[src/rtl/wpp_pkg.sv]
package wpp_pkg;

  // Longest path that the position counter tracks before it saturates
  localparam int MAX_PATH_CHARS = 4095;
  localparam int POS_W          = $clog2(MAX_PATH_CHARS + 1);

  // Field widths of the channels
  localparam int CH_W  = 16;
  localparam int PL_W  = 12;
  localparam int PK_W  = 3;

  // Depth of the queue between classifier and parser
  localparam int QDEPTH = 2;

  // Character codes that matter to the prefix grammar
  localparam logic [CH_W-1:0] CH_ZERO   = 16'h0000;
  localparam logic [CH_W-1:0] CH_BSLASH = 16'h005C;
  localparam logic [CH_W-1:0] CH_COLON  = 16'h003A;
  localparam logic [CH_W-1:0] CH_DOT    = 16'h002E;
  localparam logic [CH_W-1:0] CH_QMARK  = 16'h003F;
  localparam logic [CH_W-1:0] CH_U      = 16'h0055;
  localparam logic [CH_W-1:0] CH_N      = 16'h004E;
  localparam logic [CH_W-1:0] CH_C      = 16'h0043;
  localparam logic [CH_W-1:0] CH_UA     = 16'h0041;
  localparam logic [CH_W-1:0] CH_UZ     = 16'h005A;
  localparam logic [CH_W-1:0] CH_LA     = 16'h0061;
  localparam logic [CH_W-1:0] CH_LZ     = 16'h007A;

  // Character class as seen by the parser
  typedef enum logic [3:0] {
    CL_ZERO   = 4'd0,
    CL_BSLASH = 4'd1,
    CL_COLON  = 4'd2,
    CL_DOT    = 4'd3,
    CL_QMARK  = 4'd4,
    CL_U      = 4'd5,
    CL_N      = 4'd6,
    CL_C      = 4'd7,
    CL_LETTER = 4'd8,
    CL_OTHER  = 4'd9
  } cls_t;

  // Prefix kinds reported on the result channel
  typedef enum logic [PK_W-1:0] {
    K_NONE   = 3'd0,
    K_DRIVE  = 3'd1,
    K_DEVICE = 3'd2,
    K_VERB   = 3'd3,
    K_VDRIVE = 3'd4,
    K_VUNC   = 3'd5,
    K_UNC    = 3'd6
  } kind_t;

  // One queued character
  typedef struct packed {
    cls_t cls;
    logic last;
  } entry_t;

endpackage

[src/rtl/wpp_if.sv]
interface wpp_in_if;
  import wpp_pkg::*;
  logic            valid;
  logic            ready;
  logic [CH_W-1:0] ch;
  logic            last;

  modport source (output valid, output ch, output last, input ready);
  modport sink   (input valid, input ch, input last, output ready);
endinterface

interface wpp_out_if;
  import wpp_pkg::*;
  logic            valid;
  logic            ready;
  logic [PK_W-1:0] prefix_kind;
  logic [PL_W-1:0] prefix_len;
  logic            rooted;
  logic            absolute;
  logic            overflow;

  modport source (output valid, output prefix_kind, output prefix_len, output rooted,
                  output absolute, output overflow, input ready);
  modport sink   (input valid, input prefix_kind, input prefix_len, input rooted,
                  input absolute, input overflow, output ready);
endinterface

[src/rtl/wpp_front.sv]
module wpp_front
  import wpp_pkg::*;
(
  wpp_in_if.sink   in_chan,
  output logic     wr_valid,
  output entry_t   wr_data,
  input  logic     wr_ready
);

  // Map a code unit onto the classes the grammar distinguishes
  function automatic cls_t classify(input logic [CH_W-1:0] c);
    cls_t r;
    if (c == CH_ZERO)                              r = CL_ZERO;
    else if (c == CH_BSLASH)                       r = CL_BSLASH;
    else if (c == CH_COLON)                        r = CL_COLON;
    else if (c == CH_DOT)                          r = CL_DOT;
    else if (c == CH_QMARK)                        r = CL_QMARK;
    else if (c == CH_U)                            r = CL_U;
    else if (c == CH_N)                            r = CL_N;
    else if (c == CH_C)                            r = CL_C;
    else if ((c >= CH_UA && c <= CH_UZ) || (c >= CH_LA && c <= CH_LZ))
                                                   r = CL_LETTER;
    else                                           r = CL_OTHER;
    return r;
  endfunction

  // Push classified characters into the queue while it has room
  assign in_chan.ready = wr_ready;
  assign wr_valid      = in_chan.valid;
  assign wr_data.cls   = classify(in_chan.ch);
  assign wr_data.last  = in_chan.last;

endmodule

[src/rtl/wpp_fifo.sv]
module wpp_fifo
  import wpp_pkg::*;
(
  input  logic   clk,
  input  logic   rst_n,
  input  logic   wr_valid,
  output logic   wr_ready,
  input  entry_t wr_data,
  output logic   rd_valid,
  input  logic   rd_ready,
  output entry_t rd_data
);

  localparam int PTR_W = (QDEPTH > 1) ? $clog2(QDEPTH) : 1;
  localparam int CNT_W = $clog2(QDEPTH + 1);
  localparam logic [PTR_W-1:0] PTR_LAST = PTR_W'(QDEPTH - 1);
  localparam logic [CNT_W-1:0] CNT_FULL = CNT_W'(QDEPTH);

  entry_t           slot_r [QDEPTH];
  logic [PTR_W-1:0] wr_ptr_r, wr_ptr_nxt;
  logic [PTR_W-1:0] rd_ptr_r, rd_ptr_nxt;
  logic [CNT_W-1:0] cnt_r, cnt_nxt;
  logic             push, pop;

  assign wr_ready = (cnt_r != CNT_FULL);
  assign rd_valid = (cnt_r != '0);
  assign rd_data  = slot_r[rd_ptr_r];
  assign push     = wr_valid && wr_ready;
  assign pop      = rd_valid && rd_ready;

  // Advance pointers and occupancy
  always_comb begin
    wr_ptr_nxt = wr_ptr_r;
    rd_ptr_nxt = rd_ptr_r;
    cnt_nxt    = cnt_r;
    if (push) begin
      wr_ptr_nxt = (wr_ptr_r == PTR_LAST) ? '0 : wr_ptr_r + PTR_W'(1);
    end
    if (pop) begin
      rd_ptr_nxt = (rd_ptr_r == PTR_LAST) ? '0 : rd_ptr_r + PTR_W'(1);
    end
    if (push && !pop) begin
      cnt_nxt = cnt_r + CNT_W'(1);
    end else if (pop && !push) begin
      cnt_nxt = cnt_r - CNT_W'(1);
    end
  end

  always_ff @(posedge clk) begin
    if (!rst_n) begin
      wr_ptr_r <= '0;
      rd_ptr_r <= '0;
      cnt_r    <= '0;
    end else begin
      wr_ptr_r <= wr_ptr_nxt;
      rd_ptr_r <= rd_ptr_nxt;
      cnt_r    <= cnt_nxt;
    end
  end

  // Store the pushed entry
  always_ff @(posedge clk) begin
    if (push) begin
      slot_r[wr_ptr_r] <= wr_data;
    end
  end

endmodule

[src/rtl/wpp_back.sv]
module wpp_back
  import wpp_pkg::*;
(
  input  logic       clk,
  input  logic       rst_n,
  input  logic       rd_valid,
  output logic       rd_ready,
  input  entry_t     rd_data,
  wpp_out_if.source  out_chan
);

  localparam int PH_W = 22;
  localparam logic [POS_W-1:0] POS_MAX = POS_W'(MAX_PATH_CHARS);

  typedef enum logic [PH_W-1:0] {
    PH_START = PH_W'(1) << 0,
    PH_L1    = PH_W'(1) << 1,
    PH_DRV2  = PH_W'(1) << 2,
    PH_S1    = PH_W'(1) << 3,
    PH_S2    = PH_W'(1) << 4,
    PH_DOT   = PH_W'(1) << 5,
    PH_Q     = PH_W'(1) << 6,
    PH_DEV0  = PH_W'(1) << 7,
    PH_DEV   = PH_W'(1) << 8,
    PH_VERB0 = PH_W'(1) << 9,
    PH_VL    = PH_W'(1) << 10,
    PH_VU    = PH_W'(1) << 11,
    PH_VUN   = PH_W'(1) << 12,
    PH_VUNC  = PH_W'(1) << 13,
    PH_VSRV0 = PH_W'(1) << 14,
    PH_VSRV  = PH_W'(1) << 15,
    PH_VSH0  = PH_W'(1) << 16,
    PH_VSH   = PH_W'(1) << 17,
    PH_USRV  = PH_W'(1) << 18,
    PH_USH0  = PH_W'(1) << 19,
    PH_USH   = PH_W'(1) << 20,
    PH_DONE  = PH_W'(1) << 21
  } phase_t;

  typedef struct packed {
    phase_t           phase;
    logic [POS_W-1:0] pos;
    logic [POS_W-1:0] hlen;
    kind_t            kind;
    logic             root;
    logic             ended;
    logic             sat;
  } pstate_t;

  localparam pstate_t ST_RESET = '{phase: PH_START, pos: '0, hlen: '0, kind: K_NONE,
                                   root: 1'b0, ended: 1'b0, sat: 1'b0};

  // Settle the prefix and stop parsing
  function automatic pstate_t decide(input pstate_t s, input kind_t k,
                                     input logic [POS_W-1:0] len);
    pstate_t r;
    r       = s;
    r.kind  = k;
    r.hlen  = len;
    r.phase = PH_DONE;
    return r;
  endfunction

  // One grammar step on a character class, ahead of the position update
  function automatic pstate_t advance(input pstate_t s, input cls_t c);
    pstate_t r;
    logic    letter;
    logic    eos;
    r      = s;
    letter = (c == CL_LETTER) || (c == CL_U) || (c == CL_N) || (c == CL_C);
    eos    = (c == CL_ZERO) || (c == CL_BSLASH);
    case (s.phase)
      PH_START: begin
        if (letter) r.phase = PH_L1;
        else if (c == CL_BSLASH) begin
          r.root  = 1'b1;
          r.phase = PH_S1;
        end else r = decide(s, K_NONE, '0);
      end
      PH_L1: begin
        if (c == CL_COLON) begin
          r.kind  = K_DRIVE;
          r.hlen  = POS_W'(2);
          r.phase = PH_DRV2;
        end else r = decide(s, K_NONE, '0);
      end
      PH_DRV2: begin
        if (c == CL_BSLASH) r.root = 1'b1;
        r.phase = PH_DONE;
      end
      PH_S1: begin
        if (c == CL_BSLASH) r.phase = PH_S2;
        else r = decide(s, K_NONE, '0);
      end
      PH_S2: begin
        if (c == CL_DOT) r.phase = PH_DOT;
        else if (c == CL_QMARK) r.phase = PH_Q;
        else if (eos) r = decide(s, K_NONE, '0);
        else r.phase = PH_USRV;
      end
      PH_DOT: begin
        if (c == CL_BSLASH) r.phase = PH_DEV0;
        else if (c == CL_ZERO) r = decide(s, K_NONE, '0);
        else r.phase = PH_USRV;
      end
      PH_Q: begin
        if (c == CL_BSLASH) r.phase = PH_VERB0;
        else if (c == CL_ZERO) r = decide(s, K_NONE, '0);
        else r.phase = PH_USRV;
      end
      PH_DEV0: begin
        if (eos) r = decide(s, K_NONE, '0);
        else r.phase = PH_DEV;
      end
      PH_DEV: begin
        if (eos) r = decide(s, K_DEVICE, s.pos);
      end
      PH_VERB0: begin
        if (c == CL_U) r.phase = PH_VU;
        else if (letter) r.phase = PH_VL;
        else r = decide(s, K_VERB, POS_W'(4));
      end
      PH_VL: begin
        if (c == CL_COLON) r = decide(s, K_VDRIVE, POS_W'(6));
        else r = decide(s, K_VERB, POS_W'(4));
      end
      PH_VU: begin
        if (c == CL_COLON) r = decide(s, K_VDRIVE, POS_W'(6));
        else if (c == CL_N) r.phase = PH_VUN;
        else r = decide(s, K_VERB, POS_W'(4));
      end
      PH_VUN: begin
        if (c == CL_C) r.phase = PH_VUNC;
        else r = decide(s, K_VERB, POS_W'(4));
      end
      PH_VUNC: begin
        if (c == CL_BSLASH) r.phase = PH_VSRV0;
        else r = decide(s, K_VERB, POS_W'(4));
      end
      PH_VSRV0: begin
        if (eos) r = decide(s, K_NONE, '0);
        else r.phase = PH_VSRV;
      end
      PH_VSRV: begin
        if (c == CL_ZERO) r = decide(s, K_NONE, '0);
        else if (c == CL_BSLASH) r.phase = PH_VSH0;
      end
      PH_VSH0: begin
        if (eos) r = decide(s, K_NONE, '0);
        else r.phase = PH_VSH;
      end
      PH_VSH: begin
        if (eos) r = decide(s, K_VUNC, s.pos);
      end
      PH_USRV: begin
        if (c == CL_ZERO) r = decide(s, K_NONE, '0);
        else if (c == CL_BSLASH) r.phase = PH_USH0;
      end
      PH_USH0: begin
        if (eos) r = decide(s, K_NONE, '0);
        else r.phase = PH_USH;
      end
      PH_USH: begin
        if (eos) r = decide(s, K_UNC, s.pos);
      end
      default: r.phase = PH_DONE;
    endcase
    return r;
  endfunction

  // Full character step: grammar, terminator latch, saturating position
  function automatic pstate_t feed(input pstate_t s, input cls_t c);
    pstate_t r;
    r = s;
    if (!s.ended) begin
      r = advance(s, c);
      if (c == CL_ZERO) begin
        r.ended = 1'b1;
        r.phase = PH_DONE;
      end else if (s.pos >= POS_MAX) begin
        r.sat = 1'b1;
      end else begin
        r.pos = s.pos + POS_W'(1);
      end
    end
    return r;
  endfunction

  pstate_t                st_r, st_nxt;
  pstate_t                s1, s2;
  logic                   out_valid_r, out_valid_nxt;
  logic [PK_W-1:0]        kind_r;
  logic [PL_W-1:0]        len_r;
  logic                   rooted_r, absolute_r, overflow_r;
  logic                   out_free, pop, emit;
  logic [PL_W+POS_W-1:0]  len_ext;

  assign out_free = !out_valid_r || out_chan.ready;
  assign rd_ready = !rd_data.last || out_free;
  assign pop      = rd_valid && rd_ready;
  assign emit     = pop && rd_data.last;

  // Step on the queued character, then once more on the implied terminator
  assign s1      = feed(st_r, rd_data.cls);
  assign s2      = feed(s1, CL_ZERO);
  assign len_ext = {{PL_W{1'b0}}, s2.hlen};

  always_comb begin
    st_nxt        = st_r;
    out_valid_nxt = out_valid_r;
    if (out_chan.ready) out_valid_nxt = 1'b0;
    if (pop) begin
      st_nxt = emit ? ST_RESET : s1;
    end
    if (emit) out_valid_nxt = 1'b1;
  end

  always_ff @(posedge clk) begin
    if (!rst_n) begin
      st_r        <= ST_RESET;
      out_valid_r <= 1'b0;
    end else begin
      st_r        <= st_nxt;
      out_valid_r <= out_valid_nxt;
    end
  end

  // Load the result register when a path closes
  always_ff @(posedge clk) begin
    if (emit) begin
      kind_r     <= s2.kind;
      len_r      <= len_ext[PL_W-1:0];
      rooted_r   <= s2.root;
      absolute_r <= (s2.hlen != '0) && s2.root;
      overflow_r <= s2.sat;
    end
  end

  assign out_chan.valid       = out_valid_r;
  assign out_chan.prefix_kind = kind_r;
  assign out_chan.prefix_len  = len_r;
  assign out_chan.rooted      = rooted_r;
  assign out_chan.absolute    = absolute_r;
  assign out_chan.overflow    = overflow_r;

endmodule

[src/rtl/windows_path_prefix_parser.sv]
// Channel    Dir  Payload                                          Handshake
// in_chan    in   ch[15:0], last                                   valid/ready
// out_chan   out  prefix_kind[2:0], prefix_len[11:0], rooted,      valid/ready
//                 absolute, overflow
//
// Takes one character per cycle while the queue has room; the parser steps once per
// dequeued character. A result goes valid when its last character leaves the queue.
// Synchronous active-low reset clears the queue, the parser and the result valid.
// A stalled result blocks only a queued last character; other characters keep
// flowing, and the input stalls once the two-entry queue is full.
module windows_path_prefix_parser
  import wpp_pkg::*;
(
  input  logic      clk,
  input  logic      rst_n,
  wpp_in_if.sink    in_chan,
  wpp_out_if.source out_chan
);

  logic   wr_valid, wr_ready;
  entry_t wr_data;
  logic   rd_valid, rd_ready;
  entry_t rd_data;

  wpp_front u_front (
    .in_chan  (in_chan),
    .wr_valid (wr_valid),
    .wr_data  (wr_data),
    .wr_ready (wr_ready)
  );

  wpp_fifo u_fifo (
    .clk      (clk),
    .rst_n    (rst_n),
    .wr_valid (wr_valid),
    .wr_ready (wr_ready),
    .wr_data  (wr_data),
    .rd_valid (rd_valid),
    .rd_ready (rd_ready),
    .rd_data  (rd_data)
  );

  wpp_back u_back (
    .clk      (clk),
    .rst_n    (rst_n),
    .rd_valid (rd_valid),
    .rd_ready (rd_ready),
    .rd_data  (rd_data),
    .out_chan (out_chan)
  );

endmodule

[src/flat_wrapper.sv]
// flat-port wrapper written by rule: the top's interface ports become plain ports
module windows_path_prefix_parser_flat import wpp_pkg::*;
  (clk, rst_n, in_chan_valid, in_chan_ch, in_chan_last, in_chan_ready, out_chan_valid, out_chan_prefix_kind, out_chan_prefix_len, out_chan_rooted, out_chan_absolute, out_chan_overflow, out_chan_ready);
  wpp_in_if in_chan_i ();
  wpp_out_if out_chan_i ();
  input  logic clk;
  input  logic rst_n;
  input wire logic [$bits(in_chan_i.valid)-1:0] in_chan_valid;
  input wire logic [$bits(in_chan_i.ch)-1:0] in_chan_ch;
  input wire logic [$bits(in_chan_i.last)-1:0] in_chan_last;
  output wire logic [$bits(in_chan_i.ready)-1:0] in_chan_ready;
  output wire logic [$bits(out_chan_i.valid)-1:0] out_chan_valid;
  output wire logic [$bits(out_chan_i.prefix_kind)-1:0] out_chan_prefix_kind;
  output wire logic [$bits(out_chan_i.prefix_len)-1:0] out_chan_prefix_len;
  output wire logic [$bits(out_chan_i.rooted)-1:0] out_chan_rooted;
  output wire logic [$bits(out_chan_i.absolute)-1:0] out_chan_absolute;
  output wire logic [$bits(out_chan_i.overflow)-1:0] out_chan_overflow;
  input wire logic [$bits(out_chan_i.ready)-1:0] out_chan_ready;
  assign in_chan_i.valid = in_chan_valid;
  assign in_chan_i.ch = in_chan_ch;
  assign in_chan_i.last = in_chan_last;
  assign in_chan_ready = in_chan_i.ready;
  assign out_chan_valid = out_chan_i.valid;
  assign out_chan_prefix_kind = out_chan_i.prefix_kind;
  assign out_chan_prefix_len = out_chan_i.prefix_len;
  assign out_chan_rooted = out_chan_i.rooted;
  assign out_chan_absolute = out_chan_i.absolute;
  assign out_chan_overflow = out_chan_i.overflow;
  assign out_chan_i.ready = out_chan_ready;
  windows_path_prefix_parser u_core (.clk(clk), .rst_n(rst_n), .in_chan(in_chan_i), .out_chan(out_chan_i));
endmodule
[config.mk]
export PLATFORM = sky130hd
export DESIGN_NAME = windows_path_prefix_parser_flat
export DESIGN_NICKNAME = d
export VERILOG_FILES = /design/src/rtl/wpp_pkg.sv /design/src/rtl/wpp_if.sv /design/src/rtl/wpp_front.sv /design/src/rtl/wpp_fifo.sv /design/src/rtl/wpp_back.sv /design/src/rtl/windows_path_prefix_parser.sv /design/src/flat_wrapper.sv
export SDC_FILE = /design/constraint.sdc
export NUM_CORES = 1
export LEC_CHECK = 0
export ABC_AREA = 1
export BUFFER_PORTS_ARGS = -buffer_cell sky130_fd_sc_hd__buf_2
export CORE_MARGIN = 2
export CORE_UTILIZATION = 56
export DETAILED_ROUTE_END_ITERATION = 7
export PLACE_DENSITY = 0.77
export SLEW_MARGIN = 20
export SYNTH_ARGS = -nofsm -noshare
export SYNTH_HDL_FRONTEND = slang
export SYNTH_SLANG_ARGS = --single-unit
[constraint.sdc]
create_clock -name clk -period 2.8 [get_ports clk]
set_input_delay 0.84 -clock clk [delete_from_list [all_inputs] [get_ports clk]]
set_output_delay 0.84 -clock clk [all_outputs]
set_load 0.01 [all_outputs]
==> Flow_metrics.wiki <==
{| class="wikitable"
! Metric !! Value
|-
| Final estimated routing congestion in global placement || 0.948
|-
| Chip height || 114 um
|-
| Number of storage elements in the synthesis netlist || 86
|-
| Worst voltage drop across the vdd grid || 0.854 mV
|-
| Power density cells || 630 nW/um^2
|-
| Number of setup violations in the final report || 16
|-
| FF-to-FF setup slack || -0.54 ns
|-
| Final HPWL DP || 15700 um
|-
| Leading register cell type out of synthesis || sky130_fd_sc_hd__dfxtp_1
|-
| # port buffers || 40
|-
| Fraction of synthesized cell area taken by the top area cell type || 17.3%
|-
| Synth warn || 0
|-
| Buf+Inv Stages, Crit Path || 4
|-
| Part of the total power dissipated in combinational logic || 54.3%
|-
| Post-DRT Antenna Nets || 0
|-
| Number of synthesized flops with an enable pin || 28
|-
| TritonCTS clock tree || done
|-
| Internal power component || 3.50 mW
|-
| Instance count on the critical path || 24
|-
| Tightest hold margin || 0.468 ns
|-
| Pin count of the biggest net entering global routing || 37
|-
| Num ports || 41
|-
| Max Root-Sink Buffers || 2
|-
| Fraction of final layout cells sized beyond drive strength 1 || 44.6%
|-
| Post-layout util || 83.9%
|-
| Total Wirelength || 25200 um
|-
| Number of buffers added by the clock tree synthesis step || 9
|-
| Antenna violations before repair || 0
|-
| Most common library cells after synthesis || sky130_fd_sc_hd__nand2_1 (291), sky130_fd_sc_hd__inv_1 (103), sky130_fd_sc_hd__nor2_1 (101), sky130_fd_sc_hd__a21oi_1 (63), sky130_fd_sc_hd__nand3_1 (61)
|-
| RSZ-0062 raised after global routing || yes
|-
| Relative contribution of the clock network to total power || 20.3%
|-
| Violated checks || setup timing
|-
| Count of H-tree levels built during CTS || 3
|-
| Max-slew violation count || 0
|-
| Launching point of the worst reg2reg path || u_core.u_back.st_r[38]
|-
| Via count of the first global-routing pass || 7837
|-
| Kind of start point of the critical path || register
|-
| Ordered list of cells on the worst path || nor2_4 > nand2_4 > buf_4 > nor2_2 > nand3_1 > o22ai_1 > nand3_1 > nand3b_1 > nor2_2 > nand2_2 > nor2_4 > nand3_4 > nand2_2 > nor2_4 > nand3_4 > buf_4 > nand3b_1 > nand2_2 > inv_2 > nand2_2 > nor2_2 > nand3_1 > nand2_1 > inv_1
|-
| CP delay by family, top || simple AND/OR/NAND/NOR gates
|-
| Chip width || 114 um
|-
| Arr. time, crit path || 3.46 ns
|-
| Number of placement rows || 40
|-
| Part of the cycle the worst path needs || 119%
|-
| Transition time at the pin with the least slew margin || 0.821 ns
|-
| Switching Fraction || 44.2%
|-
| Clock transition at path regs || 0.07 ns
|-
| Synthesized area per cell || 6.61 sq um
|-
| Synth Instances || 1016
|-
| Leftover overflow at the end of global routing || 0
|-
| Minimum period implied by the final worst setup slack || 3.34 ns
|-
| Number of failing hold endpoints at the final stage || 0
|-
| CP max FO || 4
|-
| Total negative slack for setup checks || -5.76 ns
|-
| Required time at the endpoint of the critical path || 2.92 ns
|-
| Async set or reset register ratio after synthesis || 0%
|-
| Vias per std cell || 5.87
|-
| Total Nets Final || 1311
|-
| Cell type with the largest total area after synthesis || sky130_fd_sc_hd__dfxtp_1
|-
| Area delta synth->final || 48.1%
|-
| Net Switching || 2.77 mW
|-
| DRC violations left || 0
|-
| Cell depth of the worst flop-to-flop path || 24
|-
| DRC marker count from the first detailed-route iteration || 1049
|-
| Setup Crit Path Kind || reg2reg
|-
| Critical path capture point || u_core.u_back.out_chan.absolute
|-
| Number of maximum-capacitance violations || 0
|-
| Die Footprint || 12900 sq um
|-
| R2R Path End || u_core.u_back.out_chan.absolute
|-
| Worst Setup End Kind || register
|-
| Worst-case setup margin in the final layout || -0.539 ns
|-
| Slowest cell on the critical path || sky130_fd_sc_hd__dfxtp_4
|-
| Number of standard cells in the final layout excluding fillers || 1440
|-
| Most frequent cell after synthesis || sky130_fd_sc_hd__nand2_1
|-
| Starting density of the core || 56.7%
|-
| DR top layer || met4
|-
| Classification of the worst-slack hold path || reg2reg
|-
| Cell variety after synth || 61
|-
| Routed length on met1 || 9500 um
|-
| CP Launch Point || u_core.u_back.st_r[38]
|-
| Fraction of power consumed by sequential logic || 25.4%
|-
| Number of iterations in the first detailed-routing pass || 6
|-
| Routed length on met2 || 11700 um
|-
| Cell at the root of the clock tree || sky130_fd_sc_hd__clkbuf_16
|-
| Cell types occupying the most area after synthesis || sky130_fd_sc_hd__dfxtp_1 (17%), sky130_fd_sc_hd__nand2_1 (16%), sky130_fd_sc_hd__edfxtp_1 (13%)
|-
| Overall track demand over capacity in global routing || 36.3%
|-
| Syn_nets || 1039
|-
| Setup clock skew after layout || 0.00949 ns
|-
| Post-synthesis sequential area ratio || 29.8%
|-
| Cell count after placement || 1378
|-
| Leakage power || 4.68 nW
|-
| Maximum single-stage delay on the critical path || 0.37 ns
|-
| Rel. slew slack || 45.2%
|-
| Total vias in the final route || 8451
|-
| First-pass GRT wire length || 37100 um
|-
| Clk_lat worst skew || 0.36 ns
|-
| Tot Pwr || 6.27 mW
|-
| Count of hold buffers inserted by post-cts repair || 0
|-
| Total length of routed met3 wires || 2620 um
|-
| Max Fclk || 300 MHz
|-
| Antenna Cells || 0
|-
| Top cell by count, worst path || sky130_fd_sc_hd__nand2_2
|-
| Run status || finished, violations left
|-
| Routed wire per std cell || 17.5 um
|-
| Area inside the core boundary || 11900 sq um
|-
| CTS Sinks || 86
|-
| Area of the mapped netlist || 6720 sq um
|}
==> worst reg2reg max path, stage by stage, from the launching register on <==
cell                       delay [ns]
sky130_fd_sc_hd__dfxtp_4         0.37
sky130_fd_sc_hd__nor2_4          0.15
sky130_fd_sc_hd__nand2_4         0.09
sky130_fd_sc_hd__buf_4           0.18
sky130_fd_sc_hd__nor2_2          0.20
sky130_fd_sc_hd__nand3_1         0.16
sky130_fd_sc_hd__o22ai_1         0.23
sky130_fd_sc_hd__nand3_1         0.15
sky130_fd_sc_hd__nand3b_1        0.16
sky130_fd_sc_hd__nor2_2          0.06
sky130_fd_sc_hd__nand2_2         0.13
sky130_fd_sc_hd__nor2_4          0.08
sky130_fd_sc_hd__nand3_4         0.10
sky130_fd_sc_hd__nand2_2         0.08
sky130_fd_sc_hd__nor2_4          0.13
sky130_fd_sc_hd__nand3_4         0.11
sky130_fd_sc_hd__buf_4           0.16
sky130_fd_sc_hd__nand3b_1        0.11
sky130_fd_sc_hd__nand2_2         0.08
sky130_fd_sc_hd__inv_2           0.05
sky130_fd_sc_hd__nand2_2         0.05
sky130_fd_sc_hd__nor2_2          0.09
sky130_fd_sc_hd__nand3_1         0.07
sky130_fd_sc_hd__nand2_1         0.06
sky130_fd_sc_hd__inv_1           0.05
==> how the worst min path moves through the flow <==
stage / from / to / slack [ns] / cells past startpoint
floorplan: u_core.u_fifo.rd_ptr_r / register / 0.43 / 1
global placement: u_core.u_fifo.rd_ptr_r / u_core.u_fifo.rd_ptr_r / 0.44 / 1
detailed placement: u_core.u_back.st_r[5] / u_core.u_back.st_r[5] / 0.46 / 2
CTS: u_core.u_back.st_r[5] / u_core.u_back.st_r[5] / 0.47 / 2
global route: u_core.u_back.st_r[27] / u_core.u_back.st_r[27] / 0.48 / 2
finish: u_core.u_back.st_r[27] / u_core.u_back.st_r[27] / 0.47 / 2
==> layout by cell type, fill, tap and decap left out, types with 27 or more instances in the layout <==
cell type                    n
sky130_fd_sc_hd__nand2_2    55
sky130_fd_sc_hd__edfxtp_1   28
sky130_fd_sc_hd__nor2_4     30
sky130_fd_sc_hd__nor2_1     72
sky130_fd_sc_hd__dfxtp_1    42
sky130_fd_sc_hd__inv_2      31
sky130_fd_sc_hd__nor2_2     28
sky130_fd_sc_hd__a21oi_1    60
sky130_fd_sc_hd__buf_2      40
sky130_fd_sc_hd__nand2_1   246
sky130_fd_sc_hd__nand3_2    27
sky130_fd_sc_hd__o21ai_0    27
sky130_fd_sc_hd__nand3_1    47
sky130_fd_sc_hd__inv_1      90
sky130_fd_sc_hd__buf_4     227
==> cell families after synthesis <==
logic type	count (synthesis)	synth area share, %
multiplexers	1	0.149
AO/OA/AOI/OAI	145	13.3
XOR/XNOR	11	1.43
adder cells (fa/ha/maj)	2	0.372
buffers and inverters	157	9.92
AND/OR/NAND/NOR	614	45.1
flip-flops	86	29.8
==> metal layers <==
layer  vias up  global-route usage, %
li1       3887                      -
met1      3883                   45.3
met2       533                   59.8
met3       148                   7.86
met4         0                   18.0
met5         -                      0
==> power by group through the flow <==
| stage | Combinational (mW) | Clock, mW | Sequential [mW] |
|---|---|---|---|
| finish | 3.41 | 1.27 | 1.59 |
| global placement | 2.51 | 0 | 1.57 |
| CTS | 2.98 | 1.28 | 1.57 |
| floorplan | 1.58 | 0 | 1.61 |
| global route | 3.60 | 1.32 | 1.60 |
| detailed placement | 2.57 | 0 | 1.58 |
==> state kept, by name (all words and copies together) (netlist names), named ones only <==
signal                              cells
u_core.u_back.out_chan.prefix_kind      3
u_core.u_back.out_chan.overflow         1
u_core.u_back.out_chan.absolute         1
u_core.u_back.out_chan.valid            1
u_core.u_back.out_chan.prefix_len      12
u_core.u_fifo.cnt_r                     2
u_core.u_fifo.rd_ptr_r                  1
u_core.u_fifo.wr_ptr_r                  1
u_core.u_back.out_chan.rooted           1
u_core.u_back.st_r                     52
u_core.u_fifo.slot_r                   10
==> per-stage QoR <==
step / setup slack (ns) / area, sq um
detailed placement: -0.405 / 8510
global placement: -0.326 / 8510
CTS: -0.244 / 9430
floorplan: 0.0626 / 6720
global route: -0.656 / 9960
finish: -0.539 / 9960
==> layout make-up <==
class	instances	area (sq um)
inverters	127	497
clock buffers	10	239
well taps	147	184
repair buffers	290	2210
clock inverters	6	67.6
flip-flops and latches	86	2030
multi-input cells	774	4730
fillers	686	1910
==> repair_timing <==
| item | in CTS | in global routing |
|---|---|---|
| cloned | 1 | 0 |
| resized for setup | 110 | 117 |
| setup buffers | 29 | 24 |
| endpoints found under the setup margin | 24 | 29 |
| pin swaps | 54 | 68 |
(Power assumes the default switching activity.)
